### config.mk
export PLATFORM = sky130hd
export DESIGN_NAME = binary_delta_run_encoder_unit
export DESIGN_NICKNAME = d
export VERILOG_FILES = /design/src/hdl/bdre_pkg.sv /design/src/hdl/bdre_front.sv /design/src/hdl/bdre_queue.sv /design/src/hdl/bdre_back.sv /design/src/hdl/binary_delta_run_encoder_unit.sv
export SDC_FILE = /design/constraint.sdc
export NUM_CORES = 1
export LEC_CHECK = 0
export BUFFER_PORTS_ARGS = -buffer_cell sky130_fd_sc_hd__buf_2
export CAP_MARGIN = 20
export CORE_AREA = 2 2 249 251
export CTS_CLUSTER_SIZE = 24
export DETAILED_ROUTE_END_ITERATION = 12
export DIE_AREA = 0 0 251 253
export HOLD_SLACK_MARGIN = 0.08
export MAX_ROUTING_LAYER = met4
export PLACE_DENSITY = 0.71
export SYNTH_ARGS = -nofsm -noshare
export SYNTH_HDL_FRONTEND = slang
export SYNTH_SLANG_ARGS = --single-unit
### constraint.sdc
create_clock -name i_clk -period 6.87 [get_ports i_clk]
set_input_delay 0 -clock i_clk [delete_from_list [all_inputs] [get_ports i_clk]]
set_output_delay 0 -clock i_clk [all_outputs]
set_load 0.02 [all_outputs]
### src/hdl/bdre_pkg.sv
// Package for the binary delta run encoder: constants, codes and shared types.
package bdre_pkg;

    localparam int unsigned QUEUE_DEPTH_DEF = 4;
    localparam logic [15:0] GAP_LIMIT_RESET = 16'd4;

    localparam logic [1:0] REC_REPLACE  = 2'd0;
    localparam logic [1:0] REC_DEL_TAIL = 2'd1;
    localparam logic [1:0] REC_ADD_TAIL = 2'd2;

    localparam logic KIND_DATA   = 1'b0;
    localparam logic KIND_RECORD = 1'b1;

    typedef enum logic [1:0] {
        TAIL_NONE = 2'd0,
        TAIL_DEL  = 2'd1,
        TAIL_ADD  = 2'd2
    } t_tail;

    // One classified item: a record closed by the byte step, a data byte,
    // and a record closed by the final request, emitted in that order.
    typedef struct packed {
        logic        has_rec0;
        logic [31:0] rec0_offset;
        logic [31:0] rec0_length;
        logic        has_data;
        logic [7:0]  data_byte;
        logic        has_rec2;
        logic [31:0] rec2_offset;
        logic [31:0] rec2_length;
        logic [1:0]  rec2_type;
    } t_cmd;

    typedef struct packed {
        logic wr;
        t_cmd cmd;
    } t_push;

endpackage

### src/hdl/bdre_front.sv
// Front end: accepts compare items, tracks run and tail state, builds result commands.
module bdre_front (
    input  logic            i_clk,
    input  logic            i_rst_n,
    input  logic            i_cfg_valid,
    input  logic [15:0]     i_cfg_data,
    input  logic            i_accept,
    input  logic            i_base_present,
    input  logic [7:0]      i_base_byte,
    input  logic            i_mod_present,
    input  logic [7:0]      i_mod_byte,
    input  logic            i_final_req,
    output bdre_pkg::t_push o_push
);

    logic                r_run_open, n_run_open;
    logic [15:0]         r_gap_count, n_gap_count;
    logic [31:0]         r_position, n_position;
    logic [31:0]         r_run_start, n_run_start;
    logic [31:0]         r_run_length, n_run_length;
    bdre_pkg::t_tail     r_tail, n_tail;
    logic [15:0]         r_gap_limit;
    bdre_pkg::t_cmd      cmd;

    always_comb begin
        n_run_open   = r_run_open;
        n_gap_count  = r_gap_count;
        n_position   = r_position;
        n_run_start  = r_run_start;
        n_run_length = r_run_length;
        n_tail       = r_tail;
        cmd          = '0;

        unique case (r_tail)
            bdre_pkg::TAIL_DEL: begin
                n_run_length = r_run_length + {31'd0, i_base_present};
                n_position   = r_position + {31'd0, i_base_present | i_mod_present};
            end
            bdre_pkg::TAIL_ADD: begin
                cmd.has_data  = i_mod_present;
                cmd.data_byte = i_mod_byte;
                n_run_length  = r_run_length + {31'd0, i_mod_present};
                n_position    = r_position + {31'd0, i_base_present | i_mod_present};
            end
            default: begin
                priority if (i_base_present && i_mod_present) begin
                    if (i_base_byte != i_mod_byte) begin
                        n_run_open    = 1'b1;
                        n_run_start   = r_run_open ? r_run_start : r_position;
                        n_run_length  = (r_run_open ? r_run_length : 32'd0) + 32'd1;
                        n_gap_count   = '0;
                        cmd.has_data  = 1'b1;
                        cmd.data_byte = i_mod_byte;
                    end else if (r_run_open) begin
                        if (r_gap_count >= r_gap_limit) begin
                            cmd.has_rec0    = 1'b1;
                            cmd.rec0_offset = r_run_start;
                            cmd.rec0_length = r_run_length;
                            n_run_open      = 1'b0;
                            n_run_length    = '0;
                            n_gap_count     = '0;
                        end else begin
                            n_gap_count   = r_gap_count + 16'd1;
                            n_run_length  = r_run_length + 32'd1;
                            cmd.has_data  = 1'b1;
                            cmd.data_byte = i_mod_byte;
                        end
                    end
                    n_position = r_position + 32'd1;
                end else if (i_base_present || i_mod_present) begin
                    cmd.has_rec0    = r_run_open;
                    cmd.rec0_offset = r_run_start;
                    cmd.rec0_length = r_run_length;
                    n_run_open      = 1'b0;
                    n_gap_count     = '0;
                    n_tail          = i_base_present ? bdre_pkg::TAIL_DEL
                                                     : bdre_pkg::TAIL_ADD;
                    n_run_start     = r_position;
                    n_run_length    = 32'd1;
                    n_position      = r_position + 32'd1;
                    cmd.has_data    = !i_base_present;
                    cmd.data_byte   = i_mod_byte;
                end else begin
                end
            end
        endcase

        if (i_final_req) begin
            cmd.has_rec2    = n_run_open || (n_tail != bdre_pkg::TAIL_NONE);
            cmd.rec2_offset = n_run_start;
            cmd.rec2_length = n_run_length;
            cmd.rec2_type   = n_run_open ? bdre_pkg::REC_REPLACE : n_tail;
            n_run_open      = 1'b0;
            n_gap_count     = '0;
            n_position      = '0;
            n_run_start     = '0;
            n_run_length    = '0;
            n_tail          = bdre_pkg::TAIL_NONE;
        end
        if (!cmd.has_data) begin
            cmd.data_byte = '0;
        end
    end

    assign o_push.wr  = i_accept && (cmd.has_rec0 || cmd.has_data || cmd.has_rec2);
    assign o_push.cmd = cmd;

    always_ff @(posedge i_clk) begin
        if (!i_rst_n) begin
            r_run_open   <= 1'b0;
            r_gap_count  <= '0;
            r_position   <= '0;
            r_run_start  <= '0;
            r_run_length <= '0;
            r_tail       <= bdre_pkg::TAIL_NONE;
            r_gap_limit  <= bdre_pkg::GAP_LIMIT_RESET;
        end else begin
            if (i_cfg_valid) begin
                r_gap_limit <= i_cfg_data;
            end
            if (i_accept) begin
                r_run_open   <= n_run_open;
                r_gap_count  <= n_gap_count;
                r_position   <= n_position;
                r_run_start  <= n_run_start;
                r_run_length <= n_run_length;
                r_tail       <= n_tail;
            end
        end
    end

endmodule

### src/hdl/bdre_queue.sv
// Command queue between the front end and the result sequencer.
module bdre_queue #(
    parameter int unsigned DEPTH = bdre_pkg::QUEUE_DEPTH_DEF
) (
    input  logic            i_clk,
    input  logic            i_rst_n,
    input  bdre_pkg::t_push i_push,
    input  logic            i_rd,
    output bdre_pkg::t_cmd  o_head,
    output logic            o_valid,
    output logic            o_full
);

    localparam int unsigned PW = (DEPTH > 1) ? $clog2(DEPTH) : 1;
    localparam int unsigned CW = $clog2(DEPTH + 1);
    localparam logic [PW-1:0] LAST_IDX = PW'(DEPTH - 1);
    localparam logic [CW-1:0] FULL_CNT = CW'(DEPTH);

    bdre_pkg::t_cmd r_mem [DEPTH];
    logic [PW-1:0]  r_wr_ptr;
    logic [PW-1:0]  r_rd_ptr;
    logic [CW-1:0]  r_count;
    logic           wr_en;
    logic           rd_en;

    assign o_valid = (r_count != '0);
    assign o_full  = (r_count == FULL_CNT);
    assign o_head  = r_mem[r_rd_ptr];
    assign wr_en   = i_push.wr && !o_full;
    assign rd_en   = i_rd && o_valid;

    always_ff @(posedge i_clk) begin
        if (wr_en) begin
            r_mem[r_wr_ptr] <= i_push.cmd;
        end
    end

    always_ff @(posedge i_clk) begin
        if (!i_rst_n) begin
            r_wr_ptr <= '0;
            r_rd_ptr <= '0;
            r_count  <= '0;
        end else begin
            if (wr_en) begin
                r_wr_ptr <= (r_wr_ptr == LAST_IDX) ? '0 : r_wr_ptr + PW'(1);
            end
            if (rd_en) begin
                r_rd_ptr <= (r_rd_ptr == LAST_IDX) ? '0 : r_rd_ptr + PW'(1);
            end
            if (wr_en && !rd_en) begin
                r_count <= r_count + CW'(1);
            end else if (rd_en && !wr_en) begin
                r_count <= r_count - CW'(1);
            end
        end
    end

endmodule

### src/hdl/bdre_back.sv
// Result sequencer: expands queued commands into one result per cycle while pop is high.
module bdre_back (
    input  logic           i_clk,
    input  logic           i_rst_n,
    input  bdre_pkg::t_cmd i_head,
    input  logic           i_head_valid,
    output logic           o_head_rd,
    input  logic           pop,
    output logic           empty,
    output logic           o_kind,
    output logic [7:0]     o_data_byte,
    output logic [31:0]    o_rec_offset,
    output logic [31:0]    o_rec_length,
    output logic [1:0]     o_rec_type,
    output logic           o_last_of_item
);

    logic        r_valid;
    logic [2:0]  r_done;
    logic [2:0]  rem;
    logic [2:0]  sel;
    logic        last;
    logic        load;

    assign rem  = {i_head.has_rec2, i_head.has_data, i_head.has_rec0} & ~r_done;
    assign sel  = rem[0] ? 3'b001 : (rem[1] ? 3'b010 : 3'b100);
    assign last = ((rem & ~sel) == 3'b000);
    assign load = i_head_valid && (!r_valid || pop);
    assign o_head_rd = load && last;
    assign empty = !r_valid;

    always_ff @(posedge i_clk) begin
        if (load) begin
            o_last_of_item <= last;
            unique case (sel)
                3'b001: begin
                    o_kind       <= bdre_pkg::KIND_RECORD;
                    o_data_byte  <= '0;
                    o_rec_offset <= i_head.rec0_offset;
                    o_rec_length <= i_head.rec0_length;
                    o_rec_type   <= bdre_pkg::REC_REPLACE;
                end
                3'b010: begin
                    o_kind       <= bdre_pkg::KIND_DATA;
                    o_data_byte  <= i_head.data_byte;
                    o_rec_offset <= '0;
                    o_rec_length <= '0;
                    o_rec_type   <= '0;
                end
                default: begin
                    o_kind       <= bdre_pkg::KIND_RECORD;
                    o_data_byte  <= '0;
                    o_rec_offset <= i_head.rec2_offset;
                    o_rec_length <= i_head.rec2_length;
                    o_rec_type   <= i_head.rec2_type;
                end
            endcase
        end
    end

    always_ff @(posedge i_clk) begin
        if (!i_rst_n) begin
            r_valid <= 1'b0;
            r_done  <= '0;
        end else begin
            if (load) begin
                r_valid <= 1'b1;
                r_done  <= last ? 3'b000 : (r_done | sel);
            end else if (pop) begin
                r_valid <= 1'b0;
            end
        end
    end

endmodule

### src/hdl/binary_delta_run_encoder_unit.sv
// Top level of the binary delta run encoder.
// Takes one base/modified position per cycle while full is low; the item's
// run and tail state is updated in the same cycle and its results are
// queued as one command in a QUEUE_DEPTH-entry queue. Results leave one per
// cycle while pop is high, through a registered output fed from the queue
// head, so sustained rate is one item per cycle as long as pop stays high
// and items average at most one result; full rises when the command queue
// fills. Items that cause no result take no queue entry. gap_limit is
// written through the cfg channel, which is always ready and should be
// written only while the block is idle.
module binary_delta_run_encoder_unit #(
    parameter int unsigned QUEUE_DEPTH = bdre_pkg::QUEUE_DEPTH_DEF
) (
    input  logic        i_clk,
    input  logic        i_rst_n,
    input  logic        i_cfg_valid,
    output logic        o_cfg_ready,
    input  logic [15:0] i_cfg_data,
    input  logic        push,
    output logic        full,
    input  logic        i_base_present,
    input  logic [7:0]  i_base_byte,
    input  logic        i_mod_present,
    input  logic [7:0]  i_mod_byte,
    input  logic        i_final_req,
    output logic        empty,
    input  logic        pop,
    output logic        o_kind,
    output logic [7:0]  o_data_byte,
    output logic [31:0] o_rec_offset,
    output logic [31:0] o_rec_length,
    output logic [1:0]  o_rec_type,
    output logic        o_last_of_item
);

    bdre_pkg::t_push q_push;
    bdre_pkg::t_cmd  q_head;
    logic            q_valid;
    logic            q_rd;
    logic            accept;

    assign o_cfg_ready = 1'b1;
    assign accept      = push && !full;

    bdre_front u_front (
        .i_clk          (i_clk),
        .i_rst_n        (i_rst_n),
        .i_cfg_valid    (i_cfg_valid),
        .i_cfg_data     (i_cfg_data),
        .i_accept       (accept),
        .i_base_present (i_base_present),
        .i_base_byte    (i_base_byte),
        .i_mod_present  (i_mod_present),
        .i_mod_byte     (i_mod_byte),
        .i_final_req    (i_final_req),
        .o_push         (q_push)
    );

    bdre_queue #(
        .DEPTH (QUEUE_DEPTH)
    ) u_queue (
        .i_clk   (i_clk),
        .i_rst_n (i_rst_n),
        .i_push  (q_push),
        .i_rd    (q_rd),
        .o_head  (q_head),
        .o_valid (q_valid),
        .o_full  (full)
    );

    bdre_back u_back (
        .i_clk          (i_clk),
        .i_rst_n        (i_rst_n),
        .i_head         (q_head),
        .i_head_valid   (q_valid),
        .o_head_rd      (q_rd),
        .pop            (pop),
        .empty          (empty),
        .o_kind         (o_kind),
        .o_data_byte    (o_data_byte),
        .o_rec_offset   (o_rec_offset),
        .o_rec_length   (o_rec_length),
        .o_rec_type     (o_rec_type),
        .o_last_of_item (o_last_of_item)
    );

endmodule

=== Yosys cells after proc, flatten, opt, wreduce, memory -nomap -nowiden ===
Memory sizes are Yosys's and may differ from the RTL's. A register that Yosys moved wholly into a read port is not among the register bits.
Index checks and enable logic that the tools add are counted.

* Memory bits (writable): 564
* Memories: 1
* Logic and storage cells: 142
* Output and inout bits: 79
* Register bits: 218

{| class="wikitable"
|+ Memories
! memory !! words !! width !! read ports !! clocked after Yosys merged registers in !! write ports !! line !! text
|-
| u_queue.r_mem || 4 || 141 || 1 || 1 || 1 || bdre_queue.sv:19 || <nowiki>bdre_pkg::t_cmd r_mem [DEPTH];</nowiki>
|}

* Mux-type cells: 65
* Order comparisons: 1
* $add $sub $neg: 11
* Bitwise logic cells: 6
* Reductions and logical operators: 30
* Equality and inequality tests: 10

{| class="wikitable"
|+ Operator list
! kind !! count
|-
| $mux 32 || 17
|-
| $mux 74 || 3
|-
| $mux 65 || 3
|-
| $pmux 32 s2 || 3
|-
| $mux 16 || 7
|-
| $add 32x1->32 || 3
|-
| $add 32x1->32 const B || 3
|-
| $mux 67 || 1
|-
| $mux 2 || 10
|-
| $mux 9 || 2
|-
| $pmux 9 s2 || 1
|-
| $add 16x1->16 const B || 1
|-
| $ge 16x16->1 || 1
|-
| $mux 3 || 5
|-
| $mux 1 || 12
|-
| $logic_and 1x1->1 || 9
|-
| $mux 8 || 1
|-
| $ne 8x8->1 || 1
|-
| $and 3x3->3 || 2
|-
| $eq 2x2->1 const B || 3
|-
| $not 3->3 || 2
|-
| $reduce_bool 2->1 || 3
|-
| $reduce_bool 3->1 || 2
|-
| $logic_not 1->1 || 5
|-
| other kinds (17) || 23
|}

=== Longest topological paths before layout ===
* Depth in word-level cells: 15
* Mapped depth: 15
* Gate-level depth less buffers: 14

=== Cells and area by module ===
From an unflattened synthesis, not the netlist that was laid out.

* Cells, all modules: 2,207
* Area, all modules: 33,171.8 sq um

{| class="wikitable"
|+ By module, submodules not included
! module !! seq. area each (sq um) !! instances !! area each (sq um) !! cells each
|-
| bdre_queue || 17,116.4 || 1 || 20,803.7 || 788
|-
| bdre_front || 2,622.5 || 1 || 9,059.9 || 1,218
|-
| bdre_back || 2,362.3 || 1 || 3,283.1 || 198
|-
| binary_delta_run_encoder_unit || 0.0 || 1 || 25.0 || 3
|}

=== Worst setup path before layout ===
Ideal clock, no wire load.

* Path type: register to register
* Start point: reg u_queue.r_count[0]
* End point: reg u_queue.r_count[2]
* Path slack: 571 ps
* Arrival time: 6,223 ps
* Stages on the path, launching flop included: 10
* Clock period less this slack: 6,299 ps
* Setup time: 76 ps
* Path through: dfxtp_1 nor3_1 a21oi_1 nand2_1 ha_1 inv_1 fa_1 xor2_1 or3_1 a21boi_0

{| class="wikitable"
|+ RTL lines
! element !! line !! text
|-
| start, declared || bdre_queue.sv:22 || <nowiki>logic [CW-1:0] r_count;</nowiki>
|-
| start signal, assigned || bdre_queue.sv:51 || <nowiki>r_count <= r_count + CW'(1);</nowiki>
|-
| start signal, assigned || bdre_queue.sv:53 || <nowiki>r_count <= r_count - CW'(1);</nowiki>
|-
| $reduce_bool 3->1 * || bdre_queue.sv:26 || <nowiki>assign o_valid = (r_count != '0);</nowiki>
|-
| $logic_and 1x1->1 * || bdre_back.sv:28 || <nowiki>assign load = i_head_valid && (!r_valid || pop);</nowiki>
|-
| named net u_back.load || bdre_back.sv:23 || <nowiki>logic load;</nowiki>
|-
| $logic_and 1x1->1 * || bdre_back.sv:29 || <nowiki>assign o_head_rd = load && last;</nowiki>
|-
| $logic_and 1x1->1 * || bdre_queue.sv:30 || <nowiki>assign rd_en = i_rd && o_valid;</nowiki>
|-
| $logic_not 1->1 || bdre_queue.sv:50 || <nowiki>if (wr_en && !rd_en) begin</nowiki>
|-
| $logic_and 1x1->1 || bdre_queue.sv:50 ||
|-
| $mux 3 or $reduce_bool 2->1 (tied branches) || n/a ||
|}

Mark *: on every way through the listed nets, which the timed path passes. The rest lies on a longest branch. The select of a mux whose other input is x is not followed.
A chain may end at the register's enable or synchronous reset.

==> impl_metrics.toml <==
[sta]
rsz0062_at_grt = "no"
max-slew-margin-rel_pct = 23.0
report.final.slew_viol_count = 0
final-setup-viol-count = 0
worst_slack_ns = 2.05
clock_skew_ns = 0.0246
max_freq_ghz = 0.208
hold_viol = 0
worstMarginPinSlew_ns = 1.15
setup_tns_ns = 0
final.period_utilization_pct = 70.1
min_period_ns = 4.82

[worst_setup_path]
path_max_fanout = 58
rr_worst_depth = 10
crit_start = "u_front.r_gap_limit[14]"
crit_end = "u_queue.r_mem[1][15]"
required_ns = 7.15
regToRegStartpoint = "u_front.r_gap_limit[14]"
path_class = "flip-flop to flip-flop"
r2r_end = "u_queue.r_mem[1][15]"
end_kind = "flip-flop"
start_kind = "flip-flop"
arrival_ns = 5.10
reg2reg_slack_ns = 2.05

[floorplan]
io_pins = 119
initial_core_util_pct = 54.2
die-area_um2 = 63500
fp-row-count = 91
core_area_um2 = 61000
dieWidth_um = 251
die_h_um = 253

[synthesis]
synth_top_area_share_pct = 58.0
yosysUniqueCellTypes = 85
synthArstFlopShare_pct = 0
synth_area_per_cell_um2 = 14.8
yosys_register_bits = 784
synth_area_um2 = 33100
ys_seq_area_share_pct = 66.8
synth_nets = 2313
synth_edf_count = 640
synthCells = 2242
synth.area.top_cells = "edfxtp_1, mux4_2, dfxtp_1, a22o_1, and2_1"
synth_top_area_cell = "edfxtp_1"
yosysWarnings = 0
synth_flop_cell = "edfxtp_1"

[drt]
wirelength_mm = 76.9
via_per_inst = 6.26
drt_iter0_drc = 1870
wl_per_cell_um = 23.7
drcViolationCount = 0
vias = 20300
ant_nets = 0
drt_first_pass_iters = 5

[layout]
nets = 2457
drive_gt1_share_pct = 18.4
final_cell_mix = "edfxtp_1, nand2_1, dfxtp_1, mux4_2"
area_delta_synth_final_pct = 14.1
final_common_cell = "edfxtp_1"
regArea_um2 = 22100
fillCellCount = 4364
layout.cells.non_filler = 3242
final_util_pct = 61.9
multi_input_area_um2 = 10300

[clocking]
cts-buffers-inserted = 79
clkTransAtPathRegs_ns = 0.06
h-tree-depth = 3
cts_buffer_depth = 3
post_cts_buffers = 0
worstSkewPairLatency_ns = 0.64
cts_resized = 0
cts_tree = "done"
cts_root_buffer = "clkbuf_16"
cts.sinks = 784

[place]
port_buffers = 117
dp_hpwl_mm = 45.4
placed_cells = 3030
post-place-ws_ns = 2.10
gp_congestion = 0.972

[pwr]
p_leak_nw = 12.2
p_int_mw = 9.31
p_comb_share_pct = 20.0
p_per_area_nw_per_um2 = 342
p_clk_share_pct = 33.5
seq_power_share_pct = 46.6
p_switching_mw = 3.62
swShare_pct = 28.0
peakVddDrop_v = 0.000217

[status]
status = "finished, final reports clean"

[global_routing]
grt_pass1_wl_mm = 119
antenna_found_initial = 2
grt_max_degree = 106
grt_use_total_pct = 25.1
gr-total-overflow = 0
grt_pass1_vias = 20500

[worst_hold_path]
hold_class = "input pin to flip-flop"

[run]
drv_cap = 0
==> power groups by stage <==
stage               Sequential [mW]  Clock, mW  Combinational, mW
global placement               6.10          0               2.54
CTS                            6.03       4.40               2.62
detailed placement             6.12          0               2.57
floorplan                      6.40          0               1.46
global route                   6.08       4.58               2.75
finish                         6.02       4.33               2.58
==> synthesized netlist by cell type, drive strengths merged (24+ instances only) <==
cell and count:
a21oi 97, a22o 110, a31oi 24, and2 101
buf 31, clkbuf 122, dfxtp 144, edfxtp 640
ha 30, inv 41, mux4 141, nand2 154
nand3 41, nand4 30, nor2 119, nor2b 38
nor3 44, o21ai 64, xnor2 36
==> registers in the layout (all words and copies together), names as in the netlist, 2 cells and up, named ones only <==
signal and flops:
u_queue.r_rd_ptr 2, u_back.o_rec_type 2, u_front.r_run_length 32, u_front.r_gap_count 16, u_queue.r_wr_ptr 2, u_back.o_rec_offset 32, u_back.o_data_byte 8, u_back.r_done 3
u_queue.r_count 3, u_front.r_gap_limit 16, u_front.r_run_start 32, u_queue.r_mem 564, u_front.r_tail 2, u_front.r_position 32, u_back.o_rec_length 32
==> final cells by class <==
cell class / count / area share, %
Antenna cell: 1 / 0.00663
Clock buffer: 112 / 5.88
Clock inverter: 34 / 1.11
Inverter: 43 / 0.427
Multi-Input combinational cell: 1262 / 27.3
Sequential cell: 784 / 58.5
Tap cell: 790 / 2.62
Timing Repair Buffer: 216 / 4.17
==> how the worst min path moves through the flow <==
stage	slack, ns	end	start	cells past startpoint
6_report	0.31	u_queue.r_mem[2][68]	i_mod_byte[1]	3
3_5_place_dp	0.27	u_front.r_gap_limit[2]	i_cfg_data[2]	3
2_1_floorplan	0.13	u_front.r_gap_limit[2]	i_cfg_data[2]	2
5_1_grt	0.34	u_queue.r_mem[3][70]	i_mod_byte[3]	3
3_3_place_gp	0.26	u_front.r_gap_limit[12]	i_cfg_data[12]	3
4_1_cts	0.28	u_queue.r_mem[0][70]	i_mod_byte[3]	3
==> kinds of logic (layout without fill, tap and decap cells) <==
logic type | count (synthesis) | count (layout) | share of synthesized area (%)
xor gates and xnor gates | 55 | 55 | 1.46
buffers and inverters | 196 | 405 | 2.32
adders and majority gates | 31 | 31 | 1.19
other | 1 | 2 | 0.0113
and+or+nand+nor | 604 | 604 | 9.31
DFF | 784 | 784 | 66.8
muxes | 162 | 162 | 10.2
AOI/OAI and AO/OA | 409 | 409 | 8.72
==> stage by stage <==
stage                     total power, mW  hold WS [ns]  instance area (um^2)
after global routing                 13.4         0.336                 37800
after floorplan                      7.85         0.130                 33100
after global placement               8.64         0.263                 34500
final                                12.9         0.308                 37800
after detailed placement             8.70         0.267                 34500
after CTS                            13.0         0.281                 37800
==> timing repair <==
action,in CTS,in global routing
endpoints found under the setup margin,0,0
hold buffers,65,0
endpoints found under the hold margin,98,0
==> per-layer routing <==
metal	track usage [%]	part of all wire, %	vias up
met2	39.0	48	773
met4	7.62	2.3	0
met1	34.4	43	10400
met5	-	0	-
li1	-	-	9001
met3	4.22	6.8	134
==> critical path, cell delays in order (launching register included) <==
cell,delay (ns)
dfxtp_1,0.32
inv_1,0.04
ha_1,0.31
a21oi_1,0.16
a21boi_0,0.19
a2111oi_4,0.64
nand3_1,0.26
a41oi_2,0.73
o31a_1,0.39
and2_4,0.83
buf_4,0.53
(Power assumes the default switching activity.)
